[config.mk]
export PLATFORM = sky130hd
export DESIGN_NAME = drpi_cordic
export DESIGN_NICKNAME = d
export VERILOG_FILES = /design/src/hdl/drpi_pkg.sv /design/src/hdl/drpi_cordic.sv
export SDC_FILE = /design/constraint.sdc
export NUM_CORES = 1
export LEC_CHECK = 0
export BUFFER_PORTS_ARGS = -buffer_cell sky130_fd_sc_hd__clkbuf_2
export CAP_MARGIN = 0
export CORE_MARGIN = 10
export CORE_UTILIZATION = 39
export CTS_BUF_LIST = sky130_fd_sc_hd__clkbuf_4
export DETAILED_ROUTE_END_ITERATION = 6
export GPL_TIMING_DRIVEN = 0
export PLACE_DENSITY = 0.53
export SYNTH_ARGS = -nofsm -noshare
export SYNTH_HDL_FRONTEND = slang
export SYNTH_SLANG_ARGS = --single-unit
[constraint.sdc]
create_clock -name clk -period 6.35 [get_ports clk]
set_input_delay 0.635 -clock clk [delete_from_list [all_inputs] [get_ports clk]]
set_output_delay 0.635 -clock clk [all_outputs]
set_load 0.05 [all_outputs]
[src/hdl/drpi_pkg.sv]
// shared types, constants and functions of the dead-reckoning pose integrator
package drpi_pkg;

  localparam int FracBits    = 16;
  localparam int MaxSubsteps = 64;
  localparam int CordicIters = 28;
  localparam int IterW       = 5;
  localparam int CountW      = 7;
  localparam int DivW        = 56;
  localparam int ProdW       = 56;

  localparam logic [31:0] BamPerRad = 32'd683565276;
  localparam logic signed [33:0] CordicGain = 34'sd652032874;

  typedef struct packed {
    logic signed [31:0] linear_speed;
    logic signed [31:0] turn_rate;
    logic [23:0]        elapsed_time;
  } in_item_t;

  typedef struct packed {
    logic signed [31:0] pos_x;
    logic signed [31:0] pos_y;
    logic [31:0]        heading;
  } out_item_t;

  typedef struct packed {
    logic        start;
    logic [31:0] angle;
  } cordic_req_t;

  typedef struct packed {
    logic               done;
    logic signed [33:0] cos_val;
    logic signed [33:0] sin_val;
  } cordic_rsp_t;

  function automatic logic [31:0] atan_bam(input logic [IterW-1:0] i);
    logic [31:0] r;
    begin
      case (i)
        5'd0: r = 32'd536870912;   5'd1: r = 32'd316933406;
        5'd2: r = 32'd167458907;   5'd3: r = 32'd85004756;
        5'd4: r = 32'd42667331;    5'd5: r = 32'd21354465;
        5'd6: r = 32'd10679838;    5'd7: r = 32'd5340245;
        5'd8: r = 32'd2670163;     5'd9: r = 32'd1335087;
        5'd10: r = 32'd667544;     5'd11: r = 32'd333772;
        5'd12: r = 32'd166886;     5'd13: r = 32'd83443;
        5'd14: r = 32'd41722;      5'd15: r = 32'd20861;
        5'd16: r = 32'd10430;      5'd17: r = 32'd5215;
        5'd18: r = 32'd2608;       5'd19: r = 32'd1304;
        5'd20: r = 32'd652;        5'd21: r = 32'd326;
        5'd22: r = 32'd163;        5'd23: r = 32'd81;
        5'd24: r = 32'd41;         5'd25: r = 32'd20;
        5'd26: r = 32'd10;         5'd27: r = 32'd5;
        default: r = 32'd0;
      endcase
      return r;
    end
  endfunction

endpackage

[src/hdl/drpi_cordic.sv]
// iterative rotation-mode cordic giving cosine and sine of a binary angle in q30
module drpi_cordic (
  input  logic                 clk,
  input  logic                 rst,
  input  drpi_pkg::cordic_req_t req,
  output drpi_pkg::cordic_rsp_t rsp
);

  logic signed [33:0] x;
  logic signed [33:0] y;
  logic signed [32:0] z;
  logic [drpi_pkg::IterW-1:0] iter;
  logic busy;
  logic done;
  logic [31:0] ang_adj;
  logic left_half;
  logic signed [33:0] xs;
  logic signed [33:0] ys;
  logic signed [32:0] atan_s;

  assign left_half = (req.angle[31:30] == 2'b01) || (req.angle[31:30] == 2'b10);
  assign ang_adj   = left_half ? (req.angle + 32'h8000_0000) : req.angle;
  assign xs        = x >>> iter;
  assign ys        = y >>> iter;
  assign atan_s    = $signed({1'b0, drpi_pkg::atan_bam(iter)});

  always_ff @(posedge clk) begin
    if (rst) begin
      busy <= 1'b0;
      done <= 1'b0;
      iter <= '0;
    end else begin
      done <= 1'b0;
      if (req.start) begin
        busy <= 1'b1;
        iter <= '0;
        x    <= left_half ? -drpi_pkg::CordicGain : drpi_pkg::CordicGain;
        y    <= '0;
        z    <= $signed({ang_adj[31], ang_adj});
      end else if (busy) begin
        if (!z[32]) begin
          x <= x - ys;
          y <= y + xs;
          z <= z - atan_s;
        end else begin
          x <= x + ys;
          y <= y - xs;
          z <= z + atan_s;
        end
        if (iter == drpi_pkg::IterW'(drpi_pkg::CordicIters - 1)) begin
          busy <= 1'b0;
          done <= 1'b1;
        end else begin
          iter <= iter + 1'b1;
        end
      end
    end
  end

  assign rsp.done    = done;
  assign rsp.cos_val = x;
  assign rsp.sin_val = y;

endmodule

==> out/qor.csv <==
metric;value;unit
run_status;complete, but fails checks;
violations;DRC;
cts_buffers;17;
final-hold-violation-count;0;
worstSetupStartpointType;flop;
tightest_slew;1342;ps
rows;77;
drc;14;
drtPass1Iterations;7;
dp.cells;2736;
grt_antenna_before_repair;2;
setup_viol;0;
rr_worst_depth;19;
grt-ovfl-total;0;
fin_cells;2779;
die_h;231.0;µm
power;0.006777;W
vias_per_cell;6.582;
netlist_area;0.01737;mm²
syn_nets;2187;
path_class;flop to flop;
layout_common_cells;186 x nor2_1, 185 x nand2_1, 174 x a21oi_1;
htree_levels;4;
initial_core_util;39.36;%
final_common_cell;nor2_1;
multi_input_area;0.01326;mm²
drv_slew;0;
detail-route-antenna-nets;0;
syn_avg_cell_area;8.518;µm²
crit_top_cell;clkbuf_2;
port_buffers;102;
clk_latency;740;ps
crit_end;x[29];
ir_drop;0.2088;mV
powerDensity;344.4;mW/mm²
r2r_slack;140;ps
ys_types;89;
synth-main-ff-cell;edfxtp_1;
path_clk_slew;150;ps
clock_skew;31.77;ps
clockRootBuffer;clkbuf_4;
endpoint_kind;flop;
pre_cts_ws;-2287;ps
postPlaceCellArea;0.01869;mm²
period_share;97.87;%
crit_start;iter[4];
drive_gt1_share;18.41;%
setup_tns;0;ps
finalCriticalPeriod;6215;ps
holdPathStages;2;
power.leakage;7.806;nW
setup_ws;135.3;ps
grt_use_total;31.47;%
drv_cap;0;
r2r_end;x[29];
max_slew_margin;10.55;%
holdBufCountCts;0;
cp_slowest_stage_delay;480;ps
wl_per_cell;31.19;µm
core_area;0.04412;mm²
seq_area;0.003776;mm²
finalNetCount;2319;
grt_pass1_wl;122700;µm
synthArstFlopShare;0;%
synth_seq_area_share;21.73;%
cp_cell_sequence;clkbuf_4 > clkbuf_4 > clkbuf_2 > buf_4 > clkbuf_2 > clkbuf_2 > o31ai_1 > xor2_1 > ha_1 > nand2_1 > o21ai_0 > a221o_1 > o21a_2 > a211oi_4 > o31ai_4 > a21o_1 > a31o_2 > a2111oi_1 > nor3_1;
boundaryPins;104;
cts.sinks;138;
area_growth;13.30;%
r2r-start;iter[4];
slowest_stage;clkbuf_2;
die_w;231.0;µm
cts_buffer_depth;2;
arrival;6700;ps
fmax;160.9;MHz
yosysWarnings;0;
hold_path_class;primary input to flop;
finalWirelength;86670;µm
place_hpwl;66770;µm
finalWeightedCongestion;1.085;
grt_pass1_vias;17510;
grt_max_degree;36;
syn_inst;2039;
stdcell_area;0.01968;mm²
cts_tree;built;
die_area;0.05338;mm²
fillers;4447;
vias;18290;
synth-edff-count;101;
synth-seq-cells;138;
drt_iter0_drc;2186;
crit_fanout;10;
cp_data_required_time;6840;ps
==> cells in the mapped netlist, types with 22 or more instances <==
cell type | number | area share [%]
and3_1 | 22 | 0.79
xor2_1 | 89 | 4.5
a21o_1 | 46 | 2.0
edfxtp_1 | 101 | 17
o21ai_0 | 135 | 3.9
mux2_2 | 22 | 1.4
nor3_1 | 38 | 1.1
ha_1 | 110 | 7.9
a31oi_1 | 36 | 1.3
mux4_2 | 74 | 9.6
dfxtp_1 | 37 | 4.3
and2_1 | 23 | 0.83
a21oi_1 | 176 | 5.1
a21boi_0 | 25 | 1.1
inv_1 | 53 | 1.1
nand2_1 | 188 | 4.1
nand3_1 | 28 | 0.81
clkbuf_1 | 57 | 1.2
mux2i_1 | 84 | 4.8
nand2b_1 | 24 | 0.86
buf_2 | 33 | 0.95
nor2_1 | 191 | 4.1
xnor2_1 | 93 | 4.7
==> worst min-delay path by stage <==
| stage | start | end |
|---|---|---|
| 6_report | rst | busy |
| 5_1_grt | rst | busy |
| 4_1_cts | rst | busy |
| 3_5_place_dp | busy | done |
| 3_3_place_gp | busy | done |
| 2_1_floorplan | busy | done |
==> registers in the layout, summed over array words and instances (netlist names) <==
name,cells
atan_s,30
busy,1
done,1
iter,5
x,34
y,34
z,33
==> worst max-delay path, delay by kind of cell (launching register included) <==
family	cells	cell delay [ps]
buf+inv	6	2370
simple gates	2	240
xor+xnor	1	190
flops	1	430
fa+ha+maj	1	370
compound gates	9	2370
==> where the power goes <==
group	total [W]	leakage, nW	switching [W]	internal (W)
registers	0.00162	1.27	0.000413	0.00121
logic	0.00447	6.37	0.00273	0.00174
clock network	0.000684	0.164	0.000434	0.000250
==> per-stage QoR <==
| stage | utilization [%] | hold WS, ps |
|---|---|---|
| finish | 44.60 | 153.1 |
| global route | 44.59 | 97.31 |
| CTS | 43.70 | 63.46 |
| detailed placement | 42.35 | 578.0 |
| global placement | 42.20 | 574.0 |
| floorplan | - | 464.2 |
==> metal layers <==
layer	part of all wire, %	global-route usage (%)
met5	0	0
met4	6.4	18.75
met3	9.7	8.881
met2	43	47.14
met1	41	39.77
==> timing repair <==
action                     CTS  global route
buffers inserted             3             8
resized for setup           85           107
setup endpoints to repair   52            25
gates cloned                 0             0
pin swaps                    2            13
==> layout make-up <==
class	instances	share of cell area [%]
Timing Repair Buffer	116	3.319
Multi-Input combinational cell	1729	67.37
Tap cell	592	3.764
Clock buffer	17	0.6485
Antenna cell	3	0.03815
Clock inverter	15	0.9283
Inverter	56	1.087
Buffer	113	3.656
Sequential cell	138	19.19
==> cells by family (layout without fill, tap and decap cells) <==
group / Yosys count / count (layout) / synth area share [%]
DFF: 138 / 138 / 21.73
adders and majority gates: 113 / 113 / 8.270
muxes: 180 / 180 / 15.86
xor gates and xnor gates: 182 / 182 / 9.177
other: 0 / 3 / 0
AOI/OAI and AO/OA: 654 / 654 / 24.41
buffers and inverters: 172 / 317 / 4.365
and+or+nand+nor: 600 / 600 / 16.19
Note: power is estimated with default switching activity, not from simulation.
